## src/hdl/frac_pkg.sv

```systemverilog
// frac_pkg: shared types, widths and command codes for the fraction
// arithmetic and reduction block. No dependencies.
`default_nettype none

package frac_pkg;

    localparam int IN_WIDTH  = 16;
    localparam int PROD_W    = 2 * IN_WIDTH;
    // magnitude width: a sum of two products needs one bit over a product
    localparam int MAG_W     = PROD_W + 1;
    localparam int NUM_W     = 33;
    localparam int DEN_W     = 31;
    localparam int EXT_W     = (MAG_W > NUM_W) ? MAG_W : NUM_W;
    localparam int DIV_CNT_W = $clog2(MAG_W + 1);
    localparam int GCD_K_W   = $clog2(MAG_W);

    localparam logic [1:0] CMD_ADD = 2'd0;
    localparam logic [1:0] CMD_SUB = 2'd1;
    localparam logic [1:0] CMD_MUL = 2'd2;
    localparam logic [1:0] CMD_DIV = 2'd3;

    typedef struct packed {
        logic [1:0]                 cmd;
        logic signed [IN_WIDTH-1:0] a_num;
        logic signed [IN_WIDTH-1:0] a_den;
        logic signed [IN_WIDTH-1:0] b_num;
        logic signed [IN_WIDTH-1:0] b_den;
    } in_t;

    typedef struct packed {
        logic signed [NUM_W-1:0] res_num;
        logic [DEN_W-1:0]        res_den;
        logic                    status;
    } out_t;

    // sign and magnitude of an input field
    typedef struct packed {
        logic                neg;
        logic [IN_WIDTH-1:0] mag;
    } sm_t;

    // sign and magnitude of an intermediate value
    typedef struct packed {
        logic             neg;
        logic [MAG_W-1:0] mag;
    } wide_t;

    // handshake status of an iterative unit
    typedef struct packed {
        logic busy;
        logic done;
    } unit_stat_t;

    function automatic sm_t to_sm(input logic [IN_WIDTH-1:0] v);
        sm_t r;
        r.neg = v[IN_WIDTH-1];
        r.mag = v[IN_WIDTH-1] ? (~v + 1'b1) : v;
        return r;
    endfunction

endpackage

`default_nettype wire

```

## src/hdl/frac_mul.sv

```systemverilog
// frac_mul: sign-magnitude multiplier shared by all products of the block.
// Depends on frac_pkg.
`default_nettype none

module frac_mul (
    input  wire frac_pkg::sm_t   x,
    input  wire frac_pkg::sm_t   y,
    output frac_pkg::wide_t      p
);

    localparam int MW = frac_pkg::MAG_W;

    logic [frac_pkg::PROD_W-1:0] prod;

    assign prod  = x.mag * y.mag;
    assign p.neg = x.neg ^ y.neg;
    assign p.mag = MW'(prod);

endmodule

`default_nettype wire

```

## src/hdl/frac_gcd.sv

```systemverilog
// frac_gcd: binary (Stein) greatest common divisor, one shift or one
// subtract per cycle. Depends on frac_pkg.
`default_nettype none

module frac_gcd (
    input  wire                          clk,
    input  wire                          rst_n,
    input  wire                          start,
    input  wire [frac_pkg::MAG_W-1:0]    a,
    input  wire [frac_pkg::MAG_W-1:0]    b,
    output frac_pkg::unit_stat_t         stat,
    output logic [frac_pkg::MAG_W-1:0]   g
);

    localparam int MW = frac_pkg::MAG_W;
    localparam int KW = frac_pkg::GCD_K_W;

    logic [MW-1:0] a_reg, a_next;
    logic [MW-1:0] b_reg, b_next;
    logic [MW-1:0] g_reg, g_next;
    logic [KW-1:0] k_reg, k_next;
    logic          busy_reg, busy_next;
    logic          done_reg, done_next;

    always_comb
    begin
        a_next    = a_reg;
        b_next    = b_reg;
        g_next    = g_reg;
        k_next    = k_reg;
        busy_next = busy_reg;
        done_next = 1'b0;
        if (start)
        begin
            a_next    = a;
            b_next    = b;
            k_next    = '0;
            busy_next = 1'b1;
        end
        else if (busy_reg)
        begin
            if (a_reg == '0)
            begin
                // b carries the odd part; restore the common power of two
                g_next    = b_reg << k_reg;
                busy_next = 1'b0;
                done_next = 1'b1;
            end
            else if (!a_reg[0] && !b_reg[0])
            begin
                a_next = a_reg >> 1;
                b_next = b_reg >> 1;
                k_next = k_reg + 1'b1;
            end
            else if (!a_reg[0])
            begin
                a_next = a_reg >> 1;
            end
            else if (!b_reg[0])
            begin
                b_next = b_reg >> 1;
            end
            else if (a_reg >= b_reg)
            begin
                a_next = a_reg - b_reg;
            end
            else
            begin
                b_next = b_reg - a_reg;
            end
        end
    end

    always_ff @(posedge clk or negedge rst_n)
    begin
        if (!rst_n)
        begin
            busy_reg <= 1'b0;
            done_reg <= 1'b0;
        end
        else
        begin
            busy_reg <= busy_next;
            done_reg <= done_next;
        end
    end

    always_ff @(posedge clk)
    begin
        a_reg <= a_next;
        b_reg <= b_next;
        g_reg <= g_next;
        k_reg <= k_next;
    end

    assign stat.busy = busy_reg;
    assign stat.done = done_reg;
    assign g         = g_reg;

endmodule

`default_nettype wire

```

## src/hdl/frac_div.sv

```systemverilog
// frac_div: restoring divider, one quotient bit per cycle.
// Depends on frac_pkg.
`default_nettype none

module frac_div (
    input  wire                          clk,
    input  wire                          rst_n,
    input  wire                          start,
    input  wire [frac_pkg::MAG_W-1:0]    dividend,
    input  wire [frac_pkg::MAG_W-1:0]    divisor,
    output frac_pkg::unit_stat_t         stat,
    output logic [frac_pkg::MAG_W-1:0]   quotient
);

    localparam int MW = frac_pkg::MAG_W;
    localparam int CW = frac_pkg::DIV_CNT_W;

    logic [MW-1:0] q_reg, q_next;
    logic [MW-1:0] r_reg, r_next;
    logic [MW-1:0] d_reg, d_next;
    logic [CW-1:0] cnt_reg, cnt_next;
    logic          busy_reg, busy_next;
    logic          done_reg, done_next;
    logic [MW:0]   r_sh;
    logic [MW:0]   diff;

    assign r_sh = {r_reg, q_reg[MW-1]};
    assign diff = r_sh - {1'b0, d_reg};

    always_comb
    begin
        q_next    = q_reg;
        r_next    = r_reg;
        d_next    = d_reg;
        cnt_next  = cnt_reg;
        busy_next = busy_reg;
        done_next = 1'b0;
        if (start)
        begin
            q_next    = dividend;
            r_next    = '0;
            d_next    = divisor;
            cnt_next  = CW'(MW);
            busy_next = 1'b1;
        end
        else if (busy_reg)
        begin
            if (!diff[MW])
            begin
                r_next = diff[MW-1:0];
                q_next = {q_reg[MW-2:0], 1'b1};
            end
            else
            begin
                r_next = r_sh[MW-1:0];
                q_next = {q_reg[MW-2:0], 1'b0};
            end
            cnt_next = cnt_reg - 1'b1;
            if (cnt_reg == CW'(1))
            begin
                busy_next = 1'b0;
                done_next = 1'b1;
            end
        end
    end

    always_ff @(posedge clk or negedge rst_n)
    begin
        if (!rst_n)
        begin
            busy_reg <= 1'b0;
            done_reg <= 1'b0;
            cnt_reg  <= '0;
        end
        else
        begin
            busy_reg <= busy_next;
            done_reg <= done_next;
            cnt_reg  <= cnt_next;
        end
    end

    always_ff @(posedge clk)
    begin
        q_reg <= q_next;
        r_reg <= r_next;
        d_reg <= d_next;
    end

    assign stat.busy = busy_reg;
    assign stat.done = done_reg;
    assign quotient  = q_reg;

endmodule

`default_nettype wire

```

## src/hdl/fraction_arith_reduce_top.sv

```systemverilog
// Add and subtract pass through S_MUL1, S_MUL2, S_ADD and S_MUL3; multiply and
// divide skip S_MUL2 and S_ADD. The number of binary GCD steps is data dependent.
// Error items: the input beat goes from idle straight to S_OUT, then back to idle.
// Throughput: one item at a time; the GCD loop and the shared divider set it.
// A new input beat is taken while the previous result waits in the output register.
// Reset: asynchronous active low, clears the sequencer and the output valid.
// fraction_arith_reduce_top: sequencer around frac_mul, frac_gcd and frac_div.
// Depends on frac_pkg.
`default_nettype none

module fraction_arith_reduce_top (
    input  wire                 clk,
    input  wire                 rst_n,
    input  wire                 req_valid,
    output logic                req_stall,
    input  wire frac_pkg::in_t  req,
    output logic                rsp_valid,
    input  wire                 rsp_stall,
    output frac_pkg::out_t      rsp
);

    localparam int MW = frac_pkg::MAG_W;
    localparam int EW = frac_pkg::EXT_W;

    localparam logic [3:0] S_IDLE   = 4'd0;
    localparam logic [3:0] S_MUL1   = 4'd1;
    localparam logic [3:0] S_MUL2   = 4'd2;
    localparam logic [3:0] S_ADD    = 4'd3;
    localparam logic [3:0] S_MUL3   = 4'd4;
    localparam logic [3:0] S_GCD    = 4'd5;
    localparam logic [3:0] S_GWAIT  = 4'd6;
    localparam logic [3:0] S_DIVN   = 4'd7;
    localparam logic [3:0] S_DNWAIT = 4'd8;
    localparam logic [3:0] S_DIVD   = 4'd9;
    localparam logic [3:0] S_DDWAIT = 4'd10;
    localparam logic [3:0] S_OUT    = 4'd11;

    logic [3:0]        state_reg, state_next;
    logic [1:0]        cmd_reg, cmd_next;
    frac_pkg::sm_t     an_reg, an_next;
    frac_pkg::sm_t     ad_reg, ad_next;
    frac_pkg::sm_t     bn_reg, bn_next;
    frac_pkg::sm_t     bd_reg, bd_next;
    frac_pkg::wide_t   num_reg, num_next;
    frac_pkg::wide_t   den_reg, den_next;
    frac_pkg::wide_t   t_reg, t_next;
    logic              neg_reg, neg_next;
    logic              err_reg, err_next;
    logic              rsp_valid_reg, rsp_valid_next;
    frac_pkg::out_t    rsp_reg, rsp_next;

    frac_pkg::sm_t     mul_x, mul_y;
    frac_pkg::wide_t   prod;
    frac_pkg::sm_t     in_an, in_ad, in_bn, in_bd;
    logic              in_err;

    logic              gcd_start;
    frac_pkg::unit_stat_t gcd_stat;
    logic [MW-1:0]     gcd_g;
    logic              div_start;
    logic [MW-1:0]     div_dividend;
    frac_pkg::unit_stat_t div_stat;
    logic [MW-1:0]     div_q;

    logic [EW-1:0]     num_ext, num_tc, den_ext;

    assign in_an  = frac_pkg::to_sm(req.a_num);
    assign in_ad  = frac_pkg::to_sm(req.a_den);
    assign in_bn  = frac_pkg::to_sm(req.b_num);
    assign in_bd  = frac_pkg::to_sm(req.b_den);
    assign in_err = (in_ad.mag == '0) || (in_bd.mag == '0)
                    || ((req.cmd == frac_pkg::CMD_DIV) && (in_bn.mag == '0));

    assign num_ext = EW'(num_reg.mag);
    assign num_tc  = neg_reg ? (~num_ext + 1'b1) : num_ext;
    assign den_ext = EW'(den_reg.mag);

    frac_mul u_mul (
        .x (mul_x),
        .y (mul_y),
        .p (prod)
    );

    frac_gcd u_gcd (
        .clk   (clk),
        .rst_n (rst_n),
        .start (gcd_start),
        .a     (num_reg.mag),
        .b     (den_reg.mag),
        .stat  (gcd_stat),
        .g     (gcd_g)
    );

    frac_div u_div (
        .clk      (clk),
        .rst_n    (rst_n),
        .start    (div_start),
        .dividend (div_dividend),
        .divisor  (gcd_g),
        .stat     (div_stat),
        .quotient (div_q)
    );

    always_comb
    begin
        state_next     = state_reg;
        cmd_next       = cmd_reg;
        an_next        = an_reg;
        ad_next        = ad_reg;
        bn_next        = bn_reg;
        bd_next        = bd_reg;
        num_next       = num_reg;
        den_next       = den_reg;
        t_next         = t_reg;
        neg_next       = neg_reg;
        err_next       = err_reg;
        rsp_next       = rsp_reg;
        rsp_valid_next = rsp_valid_reg && rsp_stall;
        mul_x          = an_reg;
        mul_y          = bd_reg;
        gcd_start      = 1'b0;
        div_start      = 1'b0;
        div_dividend   = num_reg.mag;

        case (state_reg)
            S_IDLE:
            begin
                if (req_valid)
                begin
                    cmd_next = req.cmd;
                    an_next  = in_an;
                    ad_next  = in_ad;
                    bn_next  = in_bn;
                    bd_next  = in_bd;
                    err_next = in_err;
                    state_next = in_err ? S_OUT : S_MUL1;
                end
            end
            S_MUL1:
            begin
                mul_x    = an_reg;
                mul_y    = (cmd_reg == frac_pkg::CMD_MUL) ? bn_reg : bd_reg;
                num_next = prod;
                state_next = ((cmd_reg == frac_pkg::CMD_ADD)
                              || (cmd_reg == frac_pkg::CMD_SUB)) ? S_MUL2 : S_MUL3;
            end
            S_MUL2:
            begin
                mul_x      = bn_reg;
                mul_y      = ad_reg;
                t_next     = prod;
                t_next.neg = prod.neg ^ (cmd_reg == frac_pkg::CMD_SUB);
                state_next = S_ADD;
            end
            S_ADD:
            begin
                if (num_reg.neg == t_reg.neg)
                begin
                    num_next.mag = num_reg.mag + t_reg.mag;
                end
                else if (num_reg.mag >= t_reg.mag)
                begin
                    num_next.mag = num_reg.mag - t_reg.mag;
                end
                else
                begin
                    num_next.neg = t_reg.neg;
                    num_next.mag = t_reg.mag - num_reg.mag;
                end
                state_next = S_MUL3;
            end
            S_MUL3:
            begin
                mul_x      = ad_reg;
                mul_y      = (cmd_reg == frac_pkg::CMD_DIV) ? bn_reg : bd_reg;
                den_next   = prod;
                state_next = S_GCD;
            end
            S_GCD:
            begin
                gcd_start  = 1'b1;
                // denominator sign moves onto the numerator
                neg_next   = (num_reg.neg != den_reg.neg) && (num_reg.mag != '0);
                state_next = S_GWAIT;
            end
            S_GWAIT:
            begin
                if (gcd_stat.done)
                begin
                    state_next = S_DIVN;
                end
            end
            S_DIVN:
            begin
                div_start    = 1'b1;
                div_dividend = num_reg.mag;
                state_next   = S_DNWAIT;
            end
            S_DNWAIT:
            begin
                if (div_stat.done)
                begin
                    num_next.mag = div_q;
                    state_next   = S_DIVD;
                end
            end
            S_DIVD:
            begin
                div_start    = 1'b1;
                div_dividend = den_reg.mag;
                state_next   = S_DDWAIT;
            end
            S_DDWAIT:
            begin
                if (div_stat.done)
                begin
                    den_next.mag = div_q;
                    state_next   = S_OUT;
                end
            end
            S_OUT:
            begin
                if (!rsp_valid_reg || !rsp_stall)
                begin
                    rsp_valid_next = 1'b1;
                    if (err_reg)
                    begin
                        rsp_next.res_num = '0;
                        rsp_next.res_den = '0;
                        rsp_next.status  = 1'b1;
                    end
                    else
                    begin
                        rsp_next.res_num = num_tc[frac_pkg::NUM_W-1:0];
                        rsp_next.res_den = den_ext[frac_pkg::DEN_W-1:0];
                        rsp_next.status  = 1'b0;
                    end
                    state_next = S_IDLE;
                end
            end
            default:
            begin
                state_next = S_IDLE;
            end
        endcase
    end

    always_ff @(posedge clk or negedge rst_n)
    begin
        if (!rst_n)
        begin
            state_reg     <= S_IDLE;
            rsp_valid_reg <= 1'b0;
        end
        else
        begin
            state_reg     <= state_next;
            rsp_valid_reg <= rsp_valid_next;
        end
    end

    always_ff @(posedge clk)
    begin
        cmd_reg <= cmd_next;
        an_reg  <= an_next;
        ad_reg  <= ad_next;
        bn_reg  <= bn_next;
        bd_reg  <= bd_next;
        num_reg <= num_next;
        den_reg <= den_next;
        t_reg   <= t_next;
        neg_reg <= neg_next;
        err_reg <= err_next;
        rsp_reg <= rsp_next;
    end

    assign req_stall = (state_reg != S_IDLE);
    assign rsp_valid = rsp_valid_reg;
    assign rsp       = rsp_reg;

`ifndef SYNTHESIS
    a_err_zero: assert property (@(posedge clk) disable iff (!rst_n)
        (rsp_valid && rsp.status) |-> (rsp.res_num == '0 && rsp.res_den == '0))
        else $error("error beat carries a nonzero result");

    a_ok_den: assert property (@(posedge clk) disable iff (!rst_n)
        (rsp_valid && !rsp.status) |-> (rsp.res_den != '0))
        else $error("ok beat with zero denominator");

    a_gcd_done: assert property (@(posedge clk) disable iff (!rst_n)
        gcd_stat.done |-> (state_reg == S_GWAIT))
        else $error("gcd finished outside its wait state");

    a_div_done: assert property (@(posedge clk) disable iff (!rst_n)
        div_stat.done |-> (state_reg == S_DNWAIT || state_reg == S_DDWAIT))
        else $error("divider finished outside its wait states");

    a_div_idle: assert property (@(posedge clk) disable iff (!rst_n)
        div_start |-> (!div_stat.busy && !gcd_stat.busy))
        else $error("divider started while a unit is busy");
`endif

endmodule

`default_nettype wire
```

## config.mk

```make
export PLATFORM = sky130hd
export DESIGN_NAME = fraction_arith_reduce_top
export DESIGN_NICKNAME = d
export VERILOG_FILES = /design/src/hdl/frac_pkg.sv /design/src/hdl/frac_mul.sv /design/src/hdl/frac_gcd.sv /design/src/hdl/frac_div.sv /design/src/hdl/fraction_arith_reduce_top.sv
export SDC_FILE = /design/constraint.sdc
export NUM_CORES = 2
export LEC_CHECK = 0
export ABC_AREA = 1
export BUFFER_PORTS_ARGS = -buffer_cell sky130_fd_sc_hd__buf_2
export CAP_MARGIN = 0
export CORE_MARGIN = 5
export CORE_UTILIZATION = 45
export DETAILED_ROUTE_END_ITERATION = 8
export PLACE_DENSITY = 0.64
export REMOVE_ABC_BUFFERS = 1
export SYNTH_ARGS = -nofsm -noshare
export SYNTH_HDL_FRONTEND = slang
export SYNTH_SLANG_ARGS = --single-unit
```

## constraint.sdc

```tcl
create_clock -name clk -period 9.95 [get_ports clk]
set_input_delay 1.99 -clock clk [delete_from_list [all_inputs] [get_ports clk]]
set_output_delay 1.99 -clock clk [all_outputs]
set_load 0.02 [all_outputs]
```

* After elaboration in Yosys (flattened, before gate mapping)
Cells that the tools add are included.
** Cells by class
- Add/sub/neg operators :: 13
- $mul :: 1
- $lt $le $gt $ge :: 2
- Equality and inequality tests :: 29
- Shifts and indexed selects :: 1
- Mux-type cells :: 63
- Bitwise logic cells :: 9
- Reductions and logical operators :: 39
** Operators by type and width (count)
- $mux W33 :: 22
- $pmux W33 S3 :: 1
- $pmux W33 S2 :: 1
- $sub A33 B33 Y33 :: 2
- $add A16 B1 Y16 const B :: 4
- $not A16 Y16 :: 4
- $pmux W17 S3 :: 1
- $logic_not A16 Y1 :: 3
- $mux W16 :: 3
- $pmux W4 S12 :: 1
- $mux W17 :: 2
- $pmux W17 S2 :: 1
- $sub A34 B33 Y34 :: 1
- $add A33 B1 Y33 const B :: 1
- $add A33 B32 Y33 :: 1
- $ge A33 B32 Y1 :: 1
- $ge A33 B33 Y1 :: 1
- $logic_not A33 Y1 :: 1
- $not A33 Y33 :: 1
- $reduce_bool A33 Y1 :: 1
- $shl A33 B6 Y33 :: 1
- $sub A32 B33 Y33 :: 1
- $sub A33 B32 Y33 :: 1
- $mul A16 B16 Y32 :: 1
- 35 further kinds :: 100
** Word-level totals
- Flip-flop bits (word level) :: 457
- Bits of input ports :: 70
- Output and inout bits :: 67
- Logic and storage cells :: 194

* Logic depth before layout (Yosys ltp)
- Word-level depth :: 9
- Depth in mapped cells :: 36
- Gate-level depth less buffers :: 34

* By module
From an unflattened synthesis, not the netlist that was laid out.
** Unflattened totals
- Cells, all modules :: 7113
- Area, all modules :: 48366.4 µm²
** By module, submodules not included
- fraction_arith_reduce_top :: times used 1, cells an instance 2830, area an instance 19945.4 µm², seq. area each 7302.0 µm²
- frac_gcd :: times used 1, cells an instance 1831, area an instance 11567.3 µm², seq. area each 3143.0 µm²
- frac_mul :: times used 1, cells an instance 1383, area an instance 9539.1 µm², seq. area each 0.0 µm²
- frac_div :: times used 1, cells an instance 1069, area an instance 7314.5 µm², seq. area each 2842.7 µm²

* Worst setup path after synthesis
OpenSTA, ideal clock, no wires.
- Path type :: register to register
- Start point :: register state_reg[0]
- End point :: register num_reg, in the netlist num_ext[23], data pin
- Library setup time :: 0.254 ns
- Data arrival time :: 6.668 ns
- Required time :: 9.696 ns
- Slack :: 3.029 ns
- Stages on the path, launching flop included :: 36
- Clock period less this slack :: 6.921 ns
- Path through :: dfrtp_1 inv_1 nand2_1 nor2_1 buf_2 buf_2 nand2_1 o2111ai_1 nand2_1 inv_1 buf_2 nand2_1 fa_1 inv_1 fa_1 inv_1 fa_1 inv_1 fa_1 fa_1 inv_1 fa_1 inv_1 ha_1 nand2_1 inv_1 nand2_1 o21ai_0 nand3_1 nand2_1 nand2_1 and2_1 nand2_1 nand2_1 inv_1 nand2_1
** RTL lines
- start, declared :: line fraction_arith_reduce_top.sv:38 : logic [3:0] state_reg, state_next;
- start signal, assigned :: line fraction_arith_reduce_top.sv:257 : state_reg <= state_next;
- end signal, assigned :: line fraction_arith_reduce_top.sv:269 : num_reg <= num_next;
- end, declared :: line fraction_arith_reduce_top.sv:44 : frac_pkg::wide_t num_reg, num_next;

==> metrics.md <==
| Metric | Value |
|---|---|
| Setup Viol. Count Final | 0 |
| DP Cell Count | 7379 |
| Least-Margin Pin Slew | 1.158 ns |
| Final WL | 162800 um |
| Initial DRT Pass Iterations | 7 |
| Post-DP HPWL | 132100 um |
| Worst setup SP type | flip-flop |
| Synth Warn # | 0 |
| Largest family of logic cells by synthesized area | simple AND/OR/NAND/NOR gates |
| Arr. time, crit path | 8.83 ns |
| Vias | 41881 |
| Total global-route track usage | 0.2979 |
| Area of the core | 0.09828 sq mm |
| Row count | 115 |
| Largest net degree at the start of global routing | 72 |
| Status | completed |
| Max-Cap Viols | 0 |
| Avg Inst Size Synth | 7.277 sq um |
| Async SR Flop Fraction | 0.03282 |
| Buffers & Inverters on Critical Path | 7 |
| Crit-path leading delay family | adder cells |
| Drt wl/cell | 21.78 um |
| Cts bufs inserted | 52 |
| Register area share after synthesis | 0.2979 |
| Worst path slowest cell | a221oi_2 |
| Worst Hold Class | reg2reg |
| Number of antenna diodes | 0 |
| RSZ-0062 raised after global routing | no |
| Vias in the first global route | 39342 |
| Post-synthesis mux area share | 0.003149 |
| CP max FO | 20 |
| Final hold violation count | 0 |
| WS Path Type | reg2reg |
| Mapped cell area | 0.04450 sq mm |
| Post-Syn Instances | 6115 |
| Fraction of the mapped netlist area in compound gates | 0.1431 |
| Commonest non-fill, non-tap cell in the layout | nand2_1 |
| Detail Route Antenna Nets | 0 |
| Vias/cell | 5.602 |
| Initial Util | 0.4528 |
| CP endpoint kind | flip-flop |
| Synthesized flop and latch total | 457 |
| Post-synthesis simple-gate area fraction | 0.2435 |
| Clk slew on worst S/H paths | 0.06 ns |
| Setup Skew | 0.01876 ns |
| FMAX | 120.0 MHz |
| Final Max Tran Viols | 0 |
| Post-CTS setup buffers | 0 |
| Non-filler cells, final | 7476 |
| Setup TNS Final | 0 ns |
| Residual DRC | 0 |
| Max reg flops | 65 |
| Root buf cell | clkbuf_16 |
| Nets | 6724 |
| H-tree Lvls | 2 |
| CTS tree | built |
| Relative slew slack | 0.2199 |
| Synth Flop Type | edfxtp_1 |
| Layout cells sized above 1 | 0.05542 |
| Layout fillers | 9863 |
| Adder-Cell Fraction of Synth Area | 0.1766 |
| Worst skew pair latency | 0.64 ns |
| Req. time, crit path | 10.45 ns |
| Clock Tree Buf Depth | 3 |
| GRT overflow | 0 |
| Final clock period utilization by the worst path | 0.8372 |
| Most frequent cells in the layout | nand2_1, inv_1, nor2_1 |
| Die width | 324.5 um |
| Number of synthesized flops with an enable pin | 403 |
| Final min period | 8.331 ns |
| Die area | 0.1053 sq mm |
| Initial DRC Count | 4774 |
| Initial antenna violation count | 3 |
| Die height | 324.5 um |
| First-pass GRT wire length | 243600 um |
| Cts hold-fix bufs | 0 |
| CP max stage delay | 0.61 ns |
| Final Wtd Congestion | 1.043 |
| Port bufs | 136 |
| Xor/xnor share of the synthesized area | 0.03346 |
| P&R area growth vs syn | 8.002% |
| Post-cts sizing count | 0 |
| I/O pin count | 137 |
| Synth cell types | 60 |
| Clk sink count | 457 |
## per-layer routing
layer	wire length, um	up-vias	part of all wire	GRT usage
met5	13	-	0.000080	0
met4	7354	2	0.045	0.1142
met3	14770	333	0.091	0.05683
met2	71220	1921	0.44	0.4660
met1	69490	19765	0.43	0.4116
li1	-	19860	-	-
## Yosys cell counts, types with 14 or more instances
cell | count | area (sq um)
a21o_1 | 29 | 217.7
a21oi_1 | 500 | 2502
a22oi_1 | 25 | 187.7
buf_2 | 52 | 260.3
clkbuf_1 | 111 | 416.7
clkbuf_2 | 17 | 85.08
dfrtp_1 | 15 | 375.4
dfxtp_1 | 39 | 780.8
edfxtp_1 | 403 | 12100
fa_1 | 200 | 4004
ha_1 | 308 | 3854
inv_1 | 950 | 3566
mux2i_1 | 14 | 140.1
nand2_1 | 1478 | 5548
nand3_1 | 324 | 1622
nand3b_1 | 18 | 135.1
nand4_1 | 53 | 331.6
nor2_1 | 686 | 2575
nor3_1 | 49 | 245.2
nor4_1 | 17 | 106.4
o211ai_1 | 19 | 142.6
o21a_1 | 17 | 127.6
o21ai_0 | 434 | 2172
o21bai_1 | 21 | 157.7
o22ai_1 | 14 | 87.58
xnor2_1 | 44 | 385.4
xor2_1 | 126 | 1104
## kinds of logic after synthesis
family | Yosys count
xor+xnor | 170
compound gates | 1129
simple gates | 2663
fa+ha+maj | 508
flops | 457
buf+inv | 1174
mux | 14
## final timing paths
kind                                          startpoint                      endpoint  slack (ns)  depth (start not counted)
max in group asynchronous                          rst_n      state_reg[3]$_DFFE_PN0P_        8.44                          1
worst min register to register  u_gcd.g[9]$_SDFFCE_PP0P_      u_div.d_reg[9]$_DFFE_PN_        0.41                          0
worst max register to register  state_reg[0]$_DFFE_PN0P_         num_ext[16]$_DFFE_PP_        1.62                         28
worst min-delay path            u_gcd.g[9]$_SDFFCE_PP0P_      u_div.d_reg[9]$_DFFE_PN_        0.41                          0
worst max-delay path            state_reg[0]$_DFFE_PN0P_         num_ext[16]$_DFFE_PP_        1.62                         28
min in group asynchronous                          rst_n  u_div.cnt_reg[2]$_DFFE_PN0P_        1.26                          1
## stage by stage
step | cell area (sq um) | hold WS (ns) | utilization | setup slack, ns
after floorplan | 43600 | 0.4003 | - | 0.3385
after global placement | 46300 | 0.4021 | 0.4711 | 1.946
after detailed placement | 46300 | 0.4045 | 0.4711 | 1.757
after CTS | 48060 | 0.4168 | 0.4890 | 1.731
after global routing | 48060 | 0.4171 | 0.4890 | 1.146
final | 48060 | 0.4145 | 0.4890 | 1.619
## final cells by class
| type | instances | area [sq um] | share of cell area |
|---|---|---|---|
| clock inverter | 33 | 356.6 | 0.007420 |
| sequential | 457 | 13260 | 0.2759 |
| timing repair buffer | 178 | 996.0 | 0.02072 |
| tap | 1287 | 1610 | 0.03351 |
| inverter | 973 | 3652 | 0.07599 |
| multi-input combinational | 4484 | 26780 | 0.5572 |
| clock buffer | 64 | 1408 | 0.02929 |
Power is left out: the tool's default activity adds up to more than one toggle a clock period on the data nets, which glitch-free logic cannot reach.
